[config.mk]
export PLATFORM = sky130hd
export DESIGN_NAME = date_string_parse_validate_unit
export DESIGN_NICKNAME = d
export VERILOG_FILES = /design/src/rtl/dspv_pkg.sv /design/src/rtl/date_string_parse_validate_unit.sv
export SDC_FILE = /design/constraint.sdc
export NUM_CORES = 1
export LEC_CHECK = 0
export ABC_AREA = 1
export BUFFER_PORTS_ARGS = -buffer_cell sky130_fd_sc_hd__buf_2
export CORE_MARGIN = 1
export CORE_UTILIZATION = 55
export DETAILED_ROUTE_END_ITERATION = 16
export GPL_TIMING_DRIVEN = 1
export PLACE_DENSITY = 0.77
export SETUP_SLACK_MARGIN = 0.1
export SLEW_MARGIN = 30
export SYNTH_ARGS = -nofsm -noshare
export SYNTH_HDL_FRONTEND = slang
export SYNTH_SLANG_ARGS = --single-unit
[constraint.sdc]
create_clock -name clock -period 3.4 [get_ports clock]
set_clock_uncertainty 0.05 [all_clocks]
set_input_delay 0 -clock clock [delete_from_list [all_inputs] [get_ports clock]]
set_output_delay 0 -clock clock [all_outputs]
set_load 0.01 [all_outputs]
[src/rtl/dspv_pkg.sv]
// shared types, codes and month table for the date string parse and validate unit
`timescale 1ns / 1ps
package dspv_pkg;

   localparam int CH_W     = 8;
   localparam int NUM_W    = 16;
   localparam int YEAR_W   = 12;
   localparam int MONTH_W  = 4;
   localparam int DAY_W    = 5;
   localparam int STATUS_W = 2;
   localparam int ORDER_W  = 2;
   localparam int CSR_IDX_W = 1;

   localparam logic [NUM_W-1:0] YEAR_MIN       = 16'd1980;
   localparam logic [NUM_W-1:0] YEAR_MAX       = 16'd2099;
   localparam logic [NUM_W-1:0] CENTURY_19     = 16'd1900;
   localparam logic [NUM_W-1:0] CENTURY_20     = 16'd2000;
   localparam logic [NUM_W-1:0] WINDOW_PIVOT   = 16'd80;
   localparam logic [NUM_W-1:0] TWO_DIGIT_MAX  = 16'd99;

   localparam logic [CH_W-1:0] CHAR_NUL   = 8'h00;
   localparam logic [CH_W-1:0] CHAR_ZERO  = 8'h30;
   localparam logic [CH_W-1:0] CHAR_NINE  = 8'h39;
   localparam logic [CH_W-1:0] CHAR_SLASH = 8'h2f;
   localparam logic [CH_W-1:0] CHAR_DASH  = 8'h2d;

   localparam logic [ORDER_W-1:0] ORDER_RESET = 2'd0;
   localparam logic [CH_W-1:0]    SEP_RESET   = 8'd47;

   typedef enum logic [CSR_IDX_W-1:0] {
      CSR_DATE_ORDER = 1'b0,
      CSR_SEPARATOR  = 1'b1
   } csr_index_type;

   typedef enum logic [ORDER_W-1:0] {
      ORDER_MDY = 2'd0,
      ORDER_DMY = 2'd1,
      ORDER_YMD = 2'd2
   } order_type;

   typedef enum logic [STATUS_W-1:0] {
      STATUS_KEEP    = 2'd0,
      STATUS_VALID   = 2'd1,
      STATUS_INVALID = 2'd2
   } status_type;

   typedef enum logic [2:0] {
      PH_START = 3'd0,
      PH_NUM   = 3'd1,
      PH_SEP   = 3'd2,
      PH_DONE  = 3'd3,
      PH_FAIL  = 3'd4
   } phase_type;

   function automatic logic [DAY_W-1:0] month_days(input logic [MONTH_W-1:0] m,
                                                   input logic leap);
      logic [DAY_W-1:0] lim;
      case (m)
         4'd1:    lim = 5'd31;
         4'd2:    lim = leap ? 5'd29 : 5'd28;
         4'd3:    lim = 5'd31;
         4'd4:    lim = 5'd30;
         4'd5:    lim = 5'd31;
         4'd6:    lim = 5'd30;
         4'd7:    lim = 5'd31;
         4'd8:    lim = 5'd31;
         4'd9:    lim = 5'd30;
         4'd10:   lim = 5'd31;
         4'd11:   lim = 5'd30;
         4'd12:   lim = 5'd31;
         default: lim = 5'd0;
      endcase
      return lim;
   endfunction

endpackage

[src/rtl/date_string_parse_validate_unit.sv]
// date string parse and validate unit: character stream in, one date result per string
//
// usage
//   req channel: one character per transaction on req_ch; a zero byte ends the string
//   rsp channel: one transaction per terminator, carrying status, year, month, day
//   csr port: csr_wr_en with csr_index 0 writes date_order, 1 writes separator_char
//   throughput: one character per cycle, with no bubbles between strings, while no
//     terminator waits in the input register on a stalled receiver
//   path: input register, then the parse/validate logic into the result register
//   only characters are registered and decoded; the date check runs once per
//     string off the parse registers, set by the single result register
//   receiver stall: the result register holds; non-terminator characters keep
//     flowing, and a terminator waits in the input register, which raises req_stall
//   reset: synchronous, clears parse state, empties both registers, and sets
//     date_order to 0 and separator_char to 47
//
`timescale 1ns / 1ps
module date_string_parse_validate_unit (
   input  logic                          clock,
   input  logic                          reset,
   input  logic                          req_valid,
   output logic                          req_stall,
   input  logic [dspv_pkg::CH_W-1:0]     req_ch,
   output logic                          rsp_valid,
   input  logic                          rsp_stall,
   output logic [dspv_pkg::STATUS_W-1:0] rsp_status,
   output logic [dspv_pkg::YEAR_W-1:0]   rsp_year,
   output logic [dspv_pkg::MONTH_W-1:0]  rsp_month,
   output logic [dspv_pkg::DAY_W-1:0]    rsp_day,
   input  logic                          csr_wr_en,
   input  logic [dspv_pkg::CSR_IDX_W-1:0] csr_index,
   input  logic [dspv_pkg::CH_W-1:0]     csr_wdata
);
   import dspv_pkg::*;

   // configuration
   logic [ORDER_W-1:0] order_ff;
   logic [CH_W-1:0]    sep_ff;

   // input register
   logic               in_valid_ff, in_valid_in;
   logic [CH_W-1:0]    ch_ff;

   // parse state
   phase_type          phase_ff, phase_in;
   logic [1:0]         field_ff, field_in;
   logic [NUM_W-1:0]   acc_ff, acc_in;
   logic [NUM_W-1:0]   first_ff, first_in;
   logic [NUM_W-1:0]   second_ff, second_in;

   // result register
   logic               rsp_valid_ff, rsp_valid_in;
   status_type         status_ff, status_in;
   logic [YEAR_W-1:0]  year_ff, year_in;
   logic [MONTH_W-1:0] month_ff, month_in;
   logic [DAY_W-1:0]   day_ff, day_in;

   logic               accept;
   logic               is_term;
   logic               fire;
   logic               is_digit;
   logic               is_sep;
   logic [NUM_W-1:0]   dv;
   logic [NUM_W-1:0]   acc_next;

   logic [NUM_W-1:0]   y_raw, m_raw, d_raw, y_full;
   logic               leap;
   logic [DAY_W-1:0]   lim;
   logic               parsed_ok;
   logic               date_ok;

   assign is_term   = (ch_ff == CHAR_NUL);
   assign fire      = in_valid_ff && (!is_term || !rsp_valid_ff || !rsp_stall);
   assign req_stall = in_valid_ff && !fire;
   assign accept    = req_valid && !req_stall;

   assign is_digit = (ch_ff >= CHAR_ZERO) && (ch_ff <= CHAR_NINE);
   assign is_sep   = (ch_ff == CHAR_SLASH) || (ch_ff == CHAR_DASH) || (ch_ff == sep_ff);
   assign dv       = {{(NUM_W-4){1'b0}}, 4'(ch_ff - CHAR_ZERO)};
   assign acc_next = {acc_ff[NUM_W-4:0], 3'b000} + {acc_ff[NUM_W-2:0], 1'b0} + dv;

   // field selection and date check, used on the terminator only
   always_comb begin
      case (order_ff)
         ORDER_DMY: begin
            d_raw = first_ff;
            m_raw = second_ff;
            y_raw = acc_ff;
         end
         ORDER_YMD: begin
            y_raw = first_ff;
            m_raw = second_ff;
            d_raw = acc_ff;
         end
         default: begin
            m_raw = first_ff;
            d_raw = second_ff;
            y_raw = acc_ff;
         end
      endcase
      if (y_raw <= TWO_DIGIT_MAX) begin
         y_full = y_raw + ((y_raw >= WINDOW_PIVOT) ? CENTURY_19 : CENTURY_20);
      end else begin
         y_full = y_raw;
      end
      // inside 1980..2099 the only century year is 2000, which is a leap year
      leap      = (y_full[1:0] == 2'b00);
      lim       = month_days(m_raw[MONTH_W-1:0], leap);
      parsed_ok = (phase_ff == PH_DONE) || ((phase_ff == PH_NUM) && (field_ff == 2'd2));
      date_ok   = parsed_ok
                  && (m_raw >= 16'd1) && (m_raw <= 16'd12)
                  && (d_raw >= 16'd1) && (d_raw <= {{(NUM_W-DAY_W){1'b0}}, lim})
                  && (y_full >= YEAR_MIN) && (y_full <= YEAR_MAX);
   end

   // next state and result
   always_comb begin
      phase_in     = phase_ff;
      field_in     = field_ff;
      acc_in       = acc_ff;
      first_in     = first_ff;
      second_in    = second_ff;
      status_in    = status_ff;
      year_in      = year_ff;
      month_in     = month_ff;
      day_in       = day_ff;
      in_valid_in  = accept || (in_valid_ff && !fire);
      rsp_valid_in = rsp_valid_ff && rsp_stall;
      if (fire) begin
         if (is_term) begin
            rsp_valid_in = 1'b1;
            year_in      = '0;
            month_in     = '0;
            day_in       = '0;
            if (phase_ff == PH_START) begin
               status_in = STATUS_KEEP;
            end else if (date_ok) begin
               status_in = STATUS_VALID;
               year_in   = y_full[YEAR_W-1:0];
               month_in  = m_raw[MONTH_W-1:0];
               day_in    = d_raw[DAY_W-1:0];
            end else begin
               status_in = STATUS_INVALID;
            end
            phase_in  = PH_START;
            field_in  = 2'd0;
            acc_in    = '0;
            first_in  = '0;
            second_in = '0;
         end else begin
            case (phase_ff)
               PH_START, PH_SEP: begin
                  if (is_digit) begin
                     acc_in   = dv;
                     phase_in = PH_NUM;
                  end else begin
                     phase_in = PH_FAIL;
                  end
               end
               PH_NUM: begin
                  if (is_digit) begin
                     acc_in = acc_next;
                  end else if (field_ff == 2'd2) begin
                     phase_in = PH_DONE;
                  end else if (is_sep) begin
                     if (field_ff == 2'd0) begin
                        first_in = acc_ff;
                     end else begin
                        second_in = acc_ff;
                     end
                     field_in = field_ff + 2'd1;
                     acc_in   = '0;
                     phase_in = PH_SEP;
                  end else begin
                     phase_in = PH_FAIL;
                  end
               end
               default: begin
                  phase_in = phase_ff;
               end
            endcase
         end
      end
   end

   always_ff @(posedge clock) begin
      if (reset) begin
         order_ff     <= ORDER_RESET;
         sep_ff       <= SEP_RESET;
         in_valid_ff  <= 1'b0;
         phase_ff     <= PH_START;
         field_ff     <= 2'd0;
         acc_ff       <= '0;
         first_ff     <= '0;
         second_ff    <= '0;
         rsp_valid_ff <= 1'b0;
      end else begin
         if (csr_wr_en) begin
            case (csr_index)
               CSR_DATE_ORDER: order_ff <= csr_wdata[ORDER_W-1:0];
               CSR_SEPARATOR:  sep_ff   <= csr_wdata;
               default:        sep_ff   <= sep_ff;
            endcase
         end
         in_valid_ff  <= in_valid_in;
         phase_ff     <= phase_in;
         field_ff     <= field_in;
         acc_ff       <= acc_in;
         first_ff     <= first_in;
         second_ff    <= second_in;
         rsp_valid_ff <= rsp_valid_in;
      end
   end

   // payload registers
   always_ff @(posedge clock) begin
      if (accept) begin
         ch_ff <= req_ch;
      end
      status_ff <= status_in;
      year_ff   <= year_in;
      month_ff  <= month_in;
      day_ff    <= day_in;
   end

   assign rsp_valid  = rsp_valid_ff;
   assign rsp_status = status_ff;
   assign rsp_year   = year_ff;
   assign rsp_month  = month_ff;
   assign rsp_day    = day_ff;

   a_fields_zero_unless_valid: assert property (@(posedge clock) disable iff (reset)
      (rsp_valid && (rsp_status != STATUS_VALID)) |->
         ((rsp_year == '0) && (rsp_month == '0) && (rsp_day == '0)))
      else $error("non-valid result carries a date");

   a_valid_date_in_range: assert property (@(posedge clock) disable iff (reset)
      (rsp_valid && (rsp_status == STATUS_VALID)) |->
         ((rsp_year >= 12'd1980) && (rsp_year <= 12'd2099) && (rsp_month >= 4'd1)
          && (rsp_month <= 4'd12) && (rsp_day >= 5'd1)))
      else $error("valid result out of range");

   a_restart_after_term: assert property (@(posedge clock) disable iff (reset)
      (fire && is_term) |=> ((phase_ff == PH_START) && (field_ff == 2'd0) && rsp_valid_ff))
      else $error("parse state not cleared after terminator");

   a_stall_only_when_held: assert property (@(posedge clock) disable iff (reset)
      req_stall |-> (in_valid_ff && is_term && rsp_valid_ff && rsp_stall))
      else $error("input stalled without a blocked terminator");

endmodule

==> results of run 1 <==
## metal layers
layer	vias to the layer above	track usage, %
li1	2922	-
met1	2732	35.27
met2	206	48.27
met3	31	4.169
met4	0	7.440
met5	-	0
## logic make-up (layout without fill, tap and decap cells)
logic type,count (synthesis),after routing
buffers and inverters,116,230
adders and majority gates,44,44
DFF,96,96
AOI/OAI and AO/OA,172,172
and+or+nand+nor,377,377
xor gates and xnor gates,13,13
## sequential cells by signal (all words and copies together) (netlist names), 3 cells and up
signal and count:
second_ff 16, sep_ff 8, acc_ff 16, ch_ff 8, rsp_month 4, first_ff 16, rsp_day 5, phase_ff 3
rsp_year 12
## cells in the mapped netlist (all sizes together)
cell,count
o211ai,2
o21ai,76
nor4,1
ha,41
xor2,4
o221ai,2
edfxtp,31
nand3,44
nor3,4
a21oi,71
clkbuf,11
nor2,98
or2,5
xnor2,9
a211o,1
o2111ai,1
nand2,212
o22ai,1
a31oi,8
buf,10
nand4,11
inv,93
clkinv,2
fa,3
nand3b,2
a211oi,3
o21a,3
o21bai,2
a21o,2
dfxtp,65
## final cells by class
| type | instances | area (um2) | share of cell area (%) |
|---|---|---|---|
| multi-input cells | 606 | 3458 | 47.12 |
| repair buffers | 119 | 905.9 | 12.34 |
| flip-flops and latches | 96 | 2237 | 30.48 |
| clock inverters | 6 | 76.32 | 1.040 |
| clock buffers | 10 | 127.6 | 1.739 |
| inverters | 95 | 364.1 | 4.961 |
| well taps | 136 | 170.2 | 2.318 |
## worst max-delay path by stage
stage / startpoint / end / cells past startpoint
after global routing: order_ff[0]$_SDFFE_PP0P_ / rsp_day[0]$_SDFFCE_PP0P_ / 24
after detailed placement: order_ff[0]$_SDFFE_PP0P_ / rsp_year[2]$_SDFFCE_PP0P_ / 19
after global placement: order_ff[0]$_SDFFE_PP0P_ / rsp_year[8]$_SDFFCE_PP0P_ / 19
final: order_ff[0]$_SDFFE_PP0P_ / rsp_year[2]$_SDFFCE_PP0P_ / 24
after CTS: order_ff[0]$_SDFFE_PP0P_ / rsp_year[2]$_SDFFCE_PP0P_ / 24
after floorplan: order_ff[0]$_SDFFE_PP0P_ / rsp_month[3]$_SDFFCE_PP0P_ / 25
## repair_timing
action	in CTS	in global routing
endpoints found under the setup margin	23	23
hold buffers	21	0
pin swaps	3	24
setup buffers	5	11
endpoints found under the hold margin	20	0
gates resized for setup	18	52
cloned	0	2
## where the power goes
group          internal (mW)  switching [mW]  leakage (nW)
registers               1.20          0.0233         0.767
clock network          0.352           0.429         0.103
logic                  0.248           0.343          2.47
## critical path, cell delays in order, from the launching register on
cell                      delay [ps]
sky130_fd_sc_hd__dfxtp_2         370
sky130_fd_sc_hd__inv_4            50
sky130_fd_sc_hd__ha_4            200
sky130_fd_sc_hd__buf_12          150
sky130_fd_sc_hd__nand2_2          60
sky130_fd_sc_hd__nand2_2          60
sky130_fd_sc_hd__nor2_4          110
sky130_fd_sc_hd__nand3_2         100
sky130_fd_sc_hd__nor2_4          140
sky130_fd_sc_hd__o21ai_4         110
sky130_fd_sc_hd__ha_4            180
sky130_fd_sc_hd__fa_2            380
sky130_fd_sc_hd__nand3_2          90
sky130_fd_sc_hd__nand3_2          90
sky130_fd_sc_hd__a21oi_2         180
sky130_fd_sc_hd__nand3_2         110
sky130_fd_sc_hd__nand2_2          90
sky130_fd_sc_hd__inv_1            50
sky130_fd_sc_hd__nand3_2          70
sky130_fd_sc_hd__nor2_2           40
sky130_fd_sc_hd__nand2_1          70
sky130_fd_sc_hd__nand2_2          70
sky130_fd_sc_hd__nand3_4         130
sky130_fd_sc_hd__buf_6           150
sky130_fd_sc_hd__nor2_2           40
## metrics by stage
stage / instance area (um2) / cells
after floorplan: 5984 / 818
after detailed placement: 6514 / 1013
after global routing: 7340 / 1068
final: 7340 / 1068
after CTS: 7056 / 1055
after global placement: 6514 / 1013
==> metrics.txt, run 1 <==
# TYPE chip_impl_metric gauge
chip_impl_metric{name="drive_gt1_share",unit="%"} 22.21
chip_impl_metric{name="dp_slack",unit="ps"} -172.2
chip_impl_metric{name="worstSkewPairLatency",unit="ps"} 370
chip_impl_metric{name="m1WireLength",unit="um"} 6616
chip_impl_metric{name="routed_via_density",unit=""} 5.516
chip_impl_metric{name="via_count",unit=""} 5891
chip_impl_info{name="synth.largest_area_cell",value="sky130_fd_sc_hd__dfxtp_1"} 1
chip_impl_info{name="timing.critical_path.from_type",value="register"} 1
chip_impl_metric{name="avgSynthCellArea",unit="um2"} 7.275
chip_impl_info{name="worstHoldPathType",value="in -> reg"} 1
chip_impl_metric{name="count_of_port_buffers_added_during_placement",unit=""} 46
chip_impl_metric{name="dr_wl_met2",unit="um"} 7618
chip_impl_info{name="clock_tree_from_tritoncts",value="yes"} 1
chip_impl_metric{name="layout-area-overhead-vs-synth",unit="%"} 23.34
chip_impl_metric{name="global_route_wire_length_before_repair",unit="um"} 24960
chip_impl_metric{name="finalWorstPathRequiredPeriod",unit="ps"} 3391
chip_impl_metric{name="post_synth_inst_count",unit=""} 818
chip_impl_metric{name="clk_pin_slew_worst_paths",unit="ps"} 100
chip_impl_metric{name="layout_worst_path_cycle_share",unit="%"} 99.72
chip_impl_metric{name="total_leakage_power",unit="nW"} 3.337
chip_impl_metric{name="yosys.area_share.xor_xnor",unit="%"} 1.913
chip_impl_metric{name="cts.sink_count",unit=""} 96
chip_impl_info{name="r2r-start",value="order_ff[0]$_SDFFE_PP0P_"} 1
chip_impl_info{name="rsz0062_at_grt",value="true"} 1
chip_impl_metric{name="max_freq",unit="GHz"} 0.2949
chip_impl_metric{name="synth.net_count",unit=""} 884
chip_impl_metric{name="post-synth-top-area-fraction",unit="%"} 21.87
chip_impl_metric{name="design.final.nets",unit=""} 993
chip_impl_metric{name="fillCellCount",unit=""} 823
chip_impl_info{name="run_status",value="finished clean"} 1
chip_impl_metric{name="antenna_cells",unit=""} 0
chip_impl_metric{name="start_util",unit="%"} 57.13
chip_impl_metric{name="synth-adder-area-share",unit="%"} 9.630
chip_impl_metric{name="die_area",unit="um2"} 11240
chip_impl_metric{name="bufs_on_longest_clock_path",unit=""} 2
chip_impl_metric{name="antenna_found_initial",unit=""} 0
chip_impl_metric{name="total_power",unit="mW"} 2.594
chip_impl_metric{name="max_cap_violations",unit=""} 0
chip_impl_info{name="clock-root-buffer",value="sky130_fd_sc_hd__clkbuf_8"} 1
chip_impl_metric{name="hold_violations",unit=""} 0
chip_impl_metric{name="synth_simple_gate_area_share",unit="%"} 27.33
chip_impl_metric{name="layout.core_utilization",unit="%"} 70.46
chip_impl_info{name="cp-end-kind",value="register"} 1
chip_impl_metric{name="gp_congestion",unit=""} 0.9422
chip_impl_metric{name="worst_max_slew_pin_slew",unit="ps"} 691.0
chip_impl_metric{name="grt_pass1_vias",unit=""} 5519
chip_impl_metric{name="worst-path-max-fanout",unit=""} 6
chip_impl_info{name="layout.cells.most_common",value="sky130_fd_sc_hd__nand2_1"} 1
chip_impl_metric{name="r2r_setup_slack",unit="ps"} 9
chip_impl_metric{name="timing.max_slew.rel_slack",unit="%"} 53.72
chip_impl_metric{name="irDropWorstVdd",unit="mV"} 0.2532
chip_impl_info{name="timing_worst_setup_path_type",value="reg -> reg"} 1
chip_impl_metric{name="synth-warning-count",unit=""} 0
chip_impl_metric{name="tritoncts.num_buffers",unit=""} 9
chip_impl_metric{name="final.hold.worst_slack",unit="ps"} 19.16
chip_impl_metric{name="cts_max_level",unit=""} 3
chip_impl_metric{name="drc_errors_left",unit=""} 0
chip_impl_metric{name="ys_types",unit=""} 39
chip_impl_metric{name="wl",unit="um"} 15290
chip_impl_metric{name="maxSlewViolCount",unit=""} 0
chip_impl_metric{name="p_per_cell_area",unit="nW/um2"} 353.4
chip_impl_metric{name="finalSetupTns",unit="ps"} 0
chip_impl_metric{name="required",unit="ps"} 3490
chip_impl_metric{name="min_setup_slack_post_route",unit="ps"} 9.480
chip_impl_info{name="dominant_combinational_cell_family_by_area_after_synthesis",value="simple AND/OR/NAND/NOR gates"} 1
chip_impl_metric{name="mapped_area",unit="um2"} 5951
chip_impl_metric{name="chipHeight",unit="um"} 106.0
chip_impl_metric{name="worst_ep_arrival_time",unit="ps"} 3480
chip_impl_metric{name="wl_per_cell",unit="um"} 14.31
chip_impl_metric{name="r2r_cell_count",unit=""} 24
chip_impl_metric{name="routed-wl-met3",unit="um"} 780
chip_impl_info{name="synth_top_cells_by_area",value="sky130_fd_sc_hd__dfxtp_1 (22%), sky130_fd_sc_hd__edfxtp_1 (16%), sky130_fd_sc_hd__nand2_1 (13%)"} 1
chip_impl_metric{name="grtUsageTotal",unit="%"} 27.55
chip_impl_metric{name="ant_nets",unit=""} 0
chip_impl_info{name="rr_endpoint",value="rsp_year[2]$_SDFFCE_PP0P_"} 1
chip_impl_info{name="worstHoldStart",value="reset"} 1
chip_impl_metric{name="drt_first_pass_iters",unit=""} 5
chip_impl_metric{name="core_region_area",unit="um2"} 10420
chip_impl_metric{name="finalSetupViolCount",unit=""} 0
chip_impl_metric{name="grt_remaining_overflow",unit=""} 0
chip_impl_metric{name="drt_first_iter_violations",unit=""} 450
chip_impl_metric{name="synth.mux.area_fraction",unit="%"} 0
chip_impl_info{name="topRoutingLayerUsed",value="met4"} 1
chip_impl_metric{name="holdPathStages",unit=""} 2
chip_impl_metric{name="synth-seq-area-share",unit="%"} 37.51
chip_impl_metric{name="width_of_the_chip",unit="um"} 106.0
chip_impl_info{name="hold_path_end",value="phase_ff[1]$_SDFFE_PP0P_"} 1
chip_impl_metric{name="top_ports",unit=""} 47
chip_impl_metric{name="synth.ff_latch_count",unit=""} 96
chip_impl_info{name="mostFrequentLayoutCells",value="sky130_fd_sc_hd__nand2_1 (191), sky130_fd_sc_hd__inv_1 (80), sky130_fd_sc_hd__nor2_1 (69)"} 1
chip_impl_metric{name="detailedPlacementHpwl",unit="um"} 10740
chip_impl_metric{name="largest_net_degree_at_the_start_of_global_routing",unit=""} 43
chip_impl_metric{name="cell_rows",unit=""} 37
chip_impl_metric{name="synth-compound-area-share",unit="%"} 15.41
No activity file was read; power rests on OpenSTA's default activity.
==> run 2: changes to the inputs <==
- ABC_CLOCK_PERIOD_IN_PS: unset -> 3400
- SETUP_SLACK_MARGIN: 0.1 -> 0.4
==> run 2 against run 1 <==
Sequential cell count did not move. Wire length grew 4.7%. Via count up 2.3%. Sequential share of layout area decreased by 0.39 points. Clock power up 14%. Non-clock buffer count is 8 higher. Worst setup slack got worse by 5.5 ps. First-iteration DRC count fell by 11%. Highest routed layer unchanged. Worst hold slack improved by 15 ps. Power is 4.4% higher. Register-to-register slack is essentially flat. Largest cell class unchanged.
==> metrics.txt, run 2 (synthesis results as in run 1) <==
# TYPE chip_impl_metric gauge
chip_impl_info{name="run_status",value="finished clean"} 1
chip_impl_metric{name="routed_via_density",unit=""} 5.600
chip_impl_metric{name="count_of_port_buffers_added_during_placement",unit=""} 46
chip_impl_info{name="hold_path_end",value="phase_ff[1]$_SDFFE_PP0P_"} 1
chip_impl_metric{name="layout_worst_path_cycle_share",unit="%"} 99.88
chip_impl_info{name="layout_top_registers",value="acc_ff x16, first_ff x16, second_ff x16"} 1
chip_impl_metric{name="grtUsageTotal",unit="%"} 28.80
chip_impl_info{name="layout.cells.most_common",value="sky130_fd_sc_hd__nand2_1"} 1
chip_impl_info{name="rsz0062_at_grt",value="true"} 1
chip_impl_metric{name="cell_rows",unit=""} 37
chip_impl_info{name="clock-root-buffer",value="sky130_fd_sc_hd__clkbuf_8"} 1
chip_impl_metric{name="wl_per_cell",unit="um"} 14.88
chip_impl_metric{name="antenna_found_initial",unit=""} 0
chip_impl_metric{name="hold_violations",unit=""} 0
chip_impl_metric{name="timing.max_slew.rel_slack",unit="%"} 57.48
chip_impl_metric{name="grt_pass1_vias",unit=""} 5638
chip_impl_metric{name="r2r_setup_slack",unit="ps"} 4
chip_impl_metric{name="ant_nets",unit=""} 0
chip_impl_metric{name="min_setup_slack_post_route",unit="ps"} 3.934
chip_impl_metric{name="grt_remaining_overflow",unit=""} 0
chip_impl_metric{name="largest_net_degree_at_the_start_of_global_routing",unit=""} 43
chip_impl_metric{name="layout.core_utilization",unit="%"} 71.29
chip_impl_metric{name="drc_errors_left",unit=""} 0
chip_impl_metric{name="bufs_on_longest_clock_path",unit=""} 2
chip_impl_metric{name="worst_ep_arrival_time",unit="ps"} 3580
chip_impl_metric{name="total_leakage_power",unit="nW"} 3.358
chip_impl_metric{name="design.final.nets",unit=""} 1001
chip_impl_metric{name="die_area",unit="um2"} 11240
chip_impl_metric{name="p_per_cell_area",unit="nW/um2"} 364.8
chip_impl_metric{name="worst-path-max-fanout",unit=""} 7
chip_impl_metric{name="global_route_wire_length_before_repair",unit="um"} 25920
chip_impl_metric{name="fillCellCount",unit=""} 810
chip_impl_info{name="timing_worst_setup_path_type",value="reg -> reg"} 1
chip_impl_metric{name="final.hold.worst_slack",unit="ps"} 34.07
chip_impl_info{name="crit_slowest_cell",value="sky130_fd_sc_hd__fa_2"} 1
chip_impl_info{name="r2r-start",value="order_ff[0]$_SDFFE_PP0P_"} 1
chip_impl_metric{name="worst_max_slew_pin_slew",unit="ps"} 636.8
chip_impl_info{name="worstHoldStart",value="reset"} 1
chip_impl_metric{name="via_count",unit=""} 6026
chip_impl_info{name="path_cells",value="inv_4 > ha_4 > buf_12 > buf_4 > nand2_2 > nand2_4 > nand3_4 > nor2_4 > o21ai_4 > ha_4 > fa_2 > nand3_4 > nand3_2 > a21oi_2 > nand3_1 > nand2_1 > nand2_1 > nor2_1 > nand2_1 > nand2_2 > nand3_4 > buf_6 > nor2_2"} 1
chip_impl_metric{name="required",unit="ps"} 3590
chip_impl_info{name="worstHoldPathType",value="in -> reg"} 1
chip_impl_metric{name="tritoncts.num_buffers",unit=""} 9
chip_impl_metric{name="finalWorstPathRequiredPeriod",unit="ps"} 3396
chip_impl_metric{name="drive_gt1_share",unit="%"} 22.87
chip_impl_info{name="mostFrequentLayoutCells",value="sky130_fd_sc_hd__nand2_1 (189), sky130_fd_sc_hd__inv_1 (81), sky130_fd_sc_hd__nor2_1 (70)"} 1
chip_impl_metric{name="top_ports",unit=""} 47
chip_impl_metric{name="drt_first_iter_violations",unit=""} 399
chip_impl_info{name="cp-end-kind",value="register"} 1
chip_impl_metric{name="irDropWorstVdd",unit="mV"} 0.3123
chip_impl_metric{name="cts.sink_count",unit=""} 96
chip_impl_metric{name="chipHeight",unit="um"} 106.0
chip_impl_metric{name="layout-area-overhead-vs-synth",unit="%"} 24.79
chip_impl_metric{name="max_freq",unit="GHz"} 0.2945
chip_impl_metric{name="detailedPlacementHpwl",unit="um"} 10970
chip_impl_metric{name="width_of_the_chip",unit="um"} 106.0
chip_impl_info{name="clock_tree_from_tritoncts",value="yes"} 1
chip_impl_metric{name="clk_pin_slew_worst_paths",unit="ps"} 110
chip_impl_metric{name="slowest_delay",unit="ps"} 410
chip_impl_metric{name="maxSlewViolCount",unit=""} 0
chip_impl_info{name="timing.critical_path.from_type",value="register"} 1
chip_impl_metric{name="wl",unit="um"} 16010
chip_impl_metric{name="finalSetupViolCount",unit=""} 0
chip_impl_metric{name="core_region_area",unit="um2"} 10420
chip_impl_metric{name="r2r_cell_count",unit=""} 23
chip_impl_metric{name="antenna_cells",unit=""} 0
chip_impl_info{name="rr_endpoint",value="rsp_year[5]$_SDFFCE_PP0P_"} 1
chip_impl_metric{name="drt_first_pass_iters",unit=""} 5
chip_impl_metric{name="worstSkewPairLatency",unit="ps"} 380
chip_impl_metric{name="start_util",unit="%"} 57.13
chip_impl_metric{name="cts_max_level",unit=""} 3
chip_impl_metric{name="holdPathStages",unit=""} 2
chip_impl_metric{name="gp_congestion",unit=""} 0.9554
chip_impl_metric{name="total_power",unit="mW"} 2.709
chip_impl_metric{name="dp_slack",unit="ps"} -90.87
chip_impl_metric{name="max_cap_violations",unit=""} 0
run 2: changes by cell type in the layout (fill, tap and decap cells not counted), moves of 3 or more:
cell	change
sky130_fd_sc_hd__buf_4	+11
sky130_fd_sc_hd__buf_6	-3
sky130_fd_sc_hd__o21ai_1	+3
sky130_fd_sc_hd__o21ai_2	-3
run 2: power by group:
| part | switching, mW | total [mW] | leakage (nW) | internal [mW] |
|---|---|---|---|---|
| clock network | 0.443 | 0.888 | 0.120 | 0.445 |
| logic | 0.350 | 0.598 | 2.47 | 0.248 |
| registers | 0.0238 | 1.22 | 0.766 | 1.20 |
run 2: metrics by stage:
step                cell area [um2]  TNS (ps)  cells
floorplan                      6011         0    818
global placement               6555         0   1015
detailed placement             6555    -740.1   1015
finish                         7426         0   1076
global route                   7426     -3420   1076
CTS                            7166         0   1063
run 2: timing repair:
item | in CTS | in global routing
setup buffers | 11 | 13
hold buffers | 21 | 0
pin swaps | 8 | 21
setup endpoints to repair | 23 | 29
resized for setup | 23 | 47
hold endpoints to repair | 20 | 0
run 2: metal layers:
layer | vias to the layer above | global-route usage (%) | part of all wire, %
li1 | 2936 | - | -
met1 | 2779 | 36.28 | 41
met2 | 264 | 49.72 | 50
met3 | 47 | 4.537 | 6.3
met4 | 0 | 10.62 | 2.5
met5 | - | 0 | 0
run 2: layout make-up:
| type | count | area [um2] | share of cell area [%] |
|---|---|---|---|
| timing repair buffer | 127 | 934.6 | 12.59 |
| clock inverter | 6 | 100.1 | 1.348 |
| clock buffer | 10 | 137.6 | 1.853 |
| tap | 136 | 170.2 | 2.291 |
| multi-input combinational | 606 | 3473 | 46.77 |
| sequential | 96 | 2235 | 30.09 |
| inverter | 95 | 375.4 | 5.055 |
run 2: how the worst max path moves through the flow:
| stage | start | end | slack, ps | cells after the start |
|---|---|---|---|---|
| floorplan | order_ff[0]$_SDFFE_PP0P_ | rsp_month[3]$_SDFFCE_PP0P_ | 130 | 25 |
| detailed placement | order_ff[1]$_SDFFE_PP0P_ | rsp_year[8]$_SDFFCE_PP0P_ | -90 | 18 |
| global route | order_ff[0]$_SDFFE_PP0P_ | rsp_day[3]$_SDFFCE_PP0P_ | -170 | 25 |
| finish | order_ff[0]$_SDFFE_PP0P_ | rsp_year[5]$_SDFFCE_PP0P_ | 4 | 23 |
| global placement | order_ff[0]$_SDFFE_PP0P_ | rsp_year[8]$_SDFFCE_PP0P_ | 70 | 23 |
| CTS | order_ff[0]$_SDFFE_PP0P_ | rsp_year[0]$_SDFFCE_PP0P_ | 150 | 23 |
run 2: worst max-delay path: cells and delay by family (launching register included):
kind / cells / cell delay (ps)
buffers and inverters: 4 / 520
AO/OA/AOI/OAI: 2 / 240
AND/OR/NAND/NOR: 14 / 1320
flip-flops: 1 / 350
adder cells (fa/ha/maj): 3 / 780
==> run 3: changes to the inputs <==
- ABC_AREA: 1 -> unset
- CELL_PAD_IN_SITES_DETAIL_PLACEMENT: unset -> 1
- CELL_PAD_IN_SITES_GLOBAL_PLACEMENT: unset -> 2
- CORE_UTILIZATION: 55 -> 34
- PLACE_DENSITY: 0.77 -> unset
- PLACE_DENSITY_LB_ADDON: unset -> 0.1
==> run 3 against run 2 <==
The run now ends with setup timing left. Design area up 2.5%. Sequential power about the same. Power down 9.1%. Wire length up 6.4%. Critical endpoint is now rsp_day[4]$_SDFFCE_PP0P_. Fmax down 7.4%. Final cell count down 7.0%. Combinational power down 47%. Die area up 57%. Sequential cell count unchanged. Register-to-register slack worse by 270 ps. Worst setup slack worse by 270 ps. Clock power up 5.3%.
==> metrics.txt, run 3 <==
# TYPE chip_impl_metric gauge
chip_impl_info{name="run_status",value="finished, violations left"} 1
chip_impl_info{name="violations_in_the_final_reports",value="setup timing"} 1
chip_impl_info{name="rsz0062_at_grt",value="true"} 1
chip_impl_metric{name="ant_nets",unit=""} 0
chip_impl_info{name="path_cells",value="inv_2 > ha_4 > buf_6 > buf_6 > nor4_4 > o21ai_2 > nor2_2 > nand3_4 > ha_4 > fa_2 > a21o_4 > a211o_1 > a21oi_2 > o21ai_1 > nand2_1 > nor4_4 > o21ai_4 > inv_2 > and2_4"} 1
chip_impl_info{name="crit_slowest_cell",value="sky130_fd_sc_hd__fa_2"} 1
chip_impl_info{name="synth.largest_area_cell",value="sky130_fd_sc_hd__dfxtp_1"} 1
chip_impl_metric{name="global_route_wire_length_before_repair",unit="um"} 28490
chip_impl_metric{name="min_setup_slack_post_route",unit="ps"} -268.0
chip_impl_metric{name="detailedPlacementHpwl",unit="um"} 12880
chip_impl_metric{name="number_of_buffer_and_inverter_instances_along_the_worst_setup_path",unit=""} 4
chip_impl_metric{name="worstSkewPairLatency",unit="ps"} 350
chip_impl_info{name="timing.critical_path.from_type",value="register"} 1
chip_impl_metric{name="drt_first_pass_iters",unit=""} 4
chip_impl_metric{name="grt_remaining_overflow",unit=""} 0
chip_impl_info{name="clock-root-buffer",value="sky130_fd_sc_hd__clkbuf_16"} 1
chip_impl_metric{name="max_cap_violations",unit=""} 0
chip_impl_metric{name="drive_gt1_share",unit="%"} 28.81
chip_impl_metric{name="layout_worst_path_cycle_share",unit="%"} 107.9
chip_impl_metric{name="grtUsageTotal",unit="%"} 20.34
chip_impl_metric{name="clk_pin_slew_worst_paths",unit="ps"} 70
chip_impl_metric{name="die_area",unit="um2"} 17610
chip_impl_metric{name="synth.net_count",unit=""} 707
chip_impl_metric{name="grt_pass1_vias",unit=""} 5654
chip_impl_metric{name="power.switching",unit="uW"} 616.4
chip_impl_metric{name="slowest_delay",unit="ps"} 360
chip_impl_metric{name="layout.core_utilization",unit="%"} 45.74
chip_impl_metric{name="required",unit="ps"} 3460
chip_impl_metric{name="synth.ff_latch_count",unit=""} 96
chip_impl_metric{name="design.final.nets",unit=""} 842
chip_impl_metric{name="finish.instance_area",unit="um2"} 7612
chip_impl_metric{name="via_count",unit=""} 5268
chip_impl_metric{name="worst-path-max-fanout",unit=""} 5
chip_impl_metric{name="worst_ep_arrival_time",unit="ps"} 3720
chip_impl_metric{name="post-synth-top-area-fraction",unit="%"} 22.40
chip_impl_metric{name="finalWorstPathRequiredPeriod",unit="ps"} 3668
chip_impl_metric{name="post_synth_inst_count",unit=""} 641
chip_impl_metric{name="cts.sink_count",unit=""} 96
chip_impl_metric{name="total_leakage_power",unit="nW"} 3.330
chip_impl_metric{name="width_of_the_chip",unit="um"} 132.7
chip_impl_metric{name="largest_net_degree_at_the_start_of_global_routing",unit=""} 44
chip_impl_metric{name="drc_errors_left",unit=""} 0
chip_impl_info{name="timing_worst_setup_path_type",value="reg -> reg"} 1
chip_impl_info{name="layout_top_registers",value="acc_ff x16, first_ff x16, second_ff x16"} 1
chip_impl_metric{name="timing.max_slew.rel_slack",unit="%"} 49.10
chip_impl_metric{name="worst_max_slew_pin_slew",unit="ps"} 762.0
chip_impl_metric{name="drt_first_iter_violations",unit=""} 188
chip_impl_metric{name="p_per_cell_area",unit="nW/um2"} 323.5
chip_impl_metric{name="post_synth_edffs",unit=""} 31
chip_impl_metric{name="layout-area-overhead-vs-synth",unit="%"} 31.06
chip_impl_info{name="yosys.cell_count.top_type",value="sky130_fd_sc_hd__dfxtp_1"} 1
chip_impl_metric{name="internal_power",unit="mW"} 1.846
chip_impl_metric{name="async_reset_ff_share",unit="%"} 0
chip_impl_metric{name="wl",unit="um"} 17040
chip_impl_metric{name="finalSetupViolCount",unit=""} 23
chip_impl_info{name="clock_tree_from_tritoncts",value="yes"} 1
chip_impl_metric{name="synth-seq-area-share",unit="%"} 38.43
chip_impl_metric{name="mapped_area",unit="um2"} 5808
chip_impl_metric{name="hold_violations",unit=""} 0
chip_impl_metric{name="chipHeight",unit="um"} 132.7
chip_impl_metric{name="finalSetupTns",unit="ps"} -5463
chip_impl_metric{name="dp_slack",unit="ps"} -501.3
chip_impl_info{name="cp-end-kind",value="register"} 1
chip_impl_info{name="layout.cells.most_common",value="sky130_fd_sc_hd__buf_4"} 1
chip_impl_metric{name="wl_per_cell",unit="um"} 17.02
chip_impl_metric{name="swShare",unit="%"} 25.03
chip_impl_metric{name="cts_max_level",unit=""} 3
chip_impl_metric{name="max_freq",unit="GHz"} 0.2726
chip_impl_info{name="mostFrequentLayoutCells",value="sky130_fd_sc_hd__buf_4 (80), sky130_fd_sc_hd__dfxtp_1 (61), sky130_fd_sc_hd__nor2_1 (53)"} 1
chip_impl_metric{name="core_region_area",unit="um2"} 16640
chip_impl_metric{name="avgSynthCellArea",unit="um2"} 9.061
chip_impl_info{name="synth_top_cells_by_area",value="sky130_fd_sc_hd__dfxtp_1 (22%), sky130_fd_sc_hd__edfxtp_1 (16%), sky130_fd_sc_hd__ha_1 (8.8%)"} 1
chip_impl_metric{name="ys_types",unit=""} 73
chip_impl_metric{name="maxSlewViolCount",unit=""} 0
chip_impl_metric{name="power.clock.fraction",unit="%"} 38.0
chip_impl_metric{name="synth-warning-count",unit=""} 0
chip_impl_info{name="commonest_cells_in_the_netlist",value="sky130_fd_sc_hd__dfxtp_1 (65), sky130_fd_sc_hd__a21oi_1 (58), sky130_fd_sc_hd__nor2_1 (55)"} 1
chip_impl_metric{name="antenna_found_initial",unit=""} 0
chip_impl_metric{name="power_frac_seq",unit="%"} 49.2
chip_impl_info{name="synth_top_flop_cell",value="sky130_fd_sc_hd__dfxtp_1"} 1
chip_impl_metric{name="bufs_on_longest_clock_path",unit=""} 2
chip_impl_metric{name="gp_congestion",unit=""} 0.8347
chip_impl_metric{name="cell_rows",unit=""} 47
chip_impl_metric{name="tritoncts.num_buffers",unit=""} 9
chip_impl_metric{name="routed_via_density",unit=""} 5.263
chip_impl_info{name="worstHoldPathType",value="in -> reg"} 1
chip_impl_metric{name="top_ports",unit=""} 47
chip_impl_metric{name="irDropWorstVdd",unit="mV"} 0.2165
chip_impl_metric{name="share_comb_of_total_power",unit="%"} 12.8
chip_impl_metric{name="start_util",unit="%"} 34.90
chip_impl_metric{name="antenna_cells",unit=""} 0
chip_impl_metric{name="count_of_port_buffers_added_during_placement",unit=""} 46
chip_impl_metric{name="place_area",unit="um2"} 6875
chip_impl_info{name="path_delay_family",value="compound AO/OA/AOI/OAI gates"} 1
[run 3: cell count changes after synthesis, sizes merged, moves of 14 or more]
| cell | previous run | this run |
|---|---|---|
| nand3 | 44 | 16 |
| a31oi | 8 | 22 |
| nor2b | 0 | 19 |
| o21ai | 76 | 25 |
| nor2 | 98 | 64 |
| nor3 | 4 | 26 |
| inv | 93 | 22 |
| nand2 | 212 | 52 |
[run 3: worst reg2reg max path: cells and delay by family (launching register included)]
| family | cells | cell delay, ps |
|---|---|---|
| AOI/OAI and AO/OA | 6 | 1150 |
| adders and majority gates | 3 | 730 |
| buffers and inverters | 4 | 390 |
| DFF | 1 | 330 |
| and+or+nand+nor | 6 | 780 |
[run 3: power groups by stage]
stage	clock network (mW)	registers [mW]	logic [mW]
final	0.935	1.21	0.316
after global routing	1.01	1.21	0.349
after CTS	0.962	1.21	0.309
after detailed placement	0	1.24	0.265
after global placement	0	1.24	0.257
after floorplan	0	1.23	0.168
[run 3: final timing paths]
check / startpoint / slack (ps) / endpoint / cells past startpoint
setup / recovery: order_ff[0]$_SDFFE_PP0P_ / -270 / rsp_day[4]$_SDFFCE_PP0P_ / 19
hold / removal: csr_wr_en / 20 / order_ff[0]$_SDFFE_PP0P_ / 3
setup reg to reg: order_ff[0]$_SDFFE_PP0P_ / -270 / rsp_day[4]$_SDFFCE_PP0P_ / 19
hold reg to reg: second_ff[8]$_SDFFE_PP0P_ / 410 / second_ff[8]$_SDFFE_PP0P_ / 2
[run 3: metal layers]
metal,share of wire [%],GRT usage [%],wire length [um],up-vias
li1,-,-,-,2620
met4,1.4,4.598,230,0
met5,0,0,0,-
met2,51,37.02,8624,51
met3,1.8,3.103,314,13
met1,46,25.11,7866,2584
[run 3: area by class of cell]
class                           instances  area (um2)
Multi-Input combinational cell        491        3590
Sequential cell                        96        2240
Clock buffer                           10       229.0
Inverter                               23       86.33
Clock inverter                          6       35.03
Timing Repair Buffer                  155        1157
Fill cell                            1920        9030
Tap cell                              220       275.3
[run 3: cells by family (layout without fill, tap and decap cells)]
| group | after synthesis | in the layout | share of synthesized area (%) |
|---|---|---|---|
| xor+xnor | 25 | 25 | 3.770 |
| fa+ha+maj | 44 | 44 | 9.866 |
| compound gates | 162 | 162 | 18.83 |
| mux | 19 | 19 | 3.468 |
| buf+inv | 54 | 194 | 4.093 |
| simple gates | 241 | 241 | 21.54 |
| flops | 96 | 96 | 38.43 |
[run 3: repair_timing]
action	CTS	global route
pin swaps	2	18
hold buffers	21	0
gates cloned	0	0
buffers inserted	7	2
hold endpoints to repair	20	0
resized for setup	27	19
endpoints found under the setup margin	26	28
[run 3: per-stage QoR]
step                      total power, mW  cells  hold slack [ps]
after global placement              1.496    954            126.1
after CTS                           2.482    999            7.296
final                               2.462   1001            18.37
after floorplan                     1.402    641            48.87
after global routing                2.577   1001            52.65
after detailed placement            1.504    955            128.7
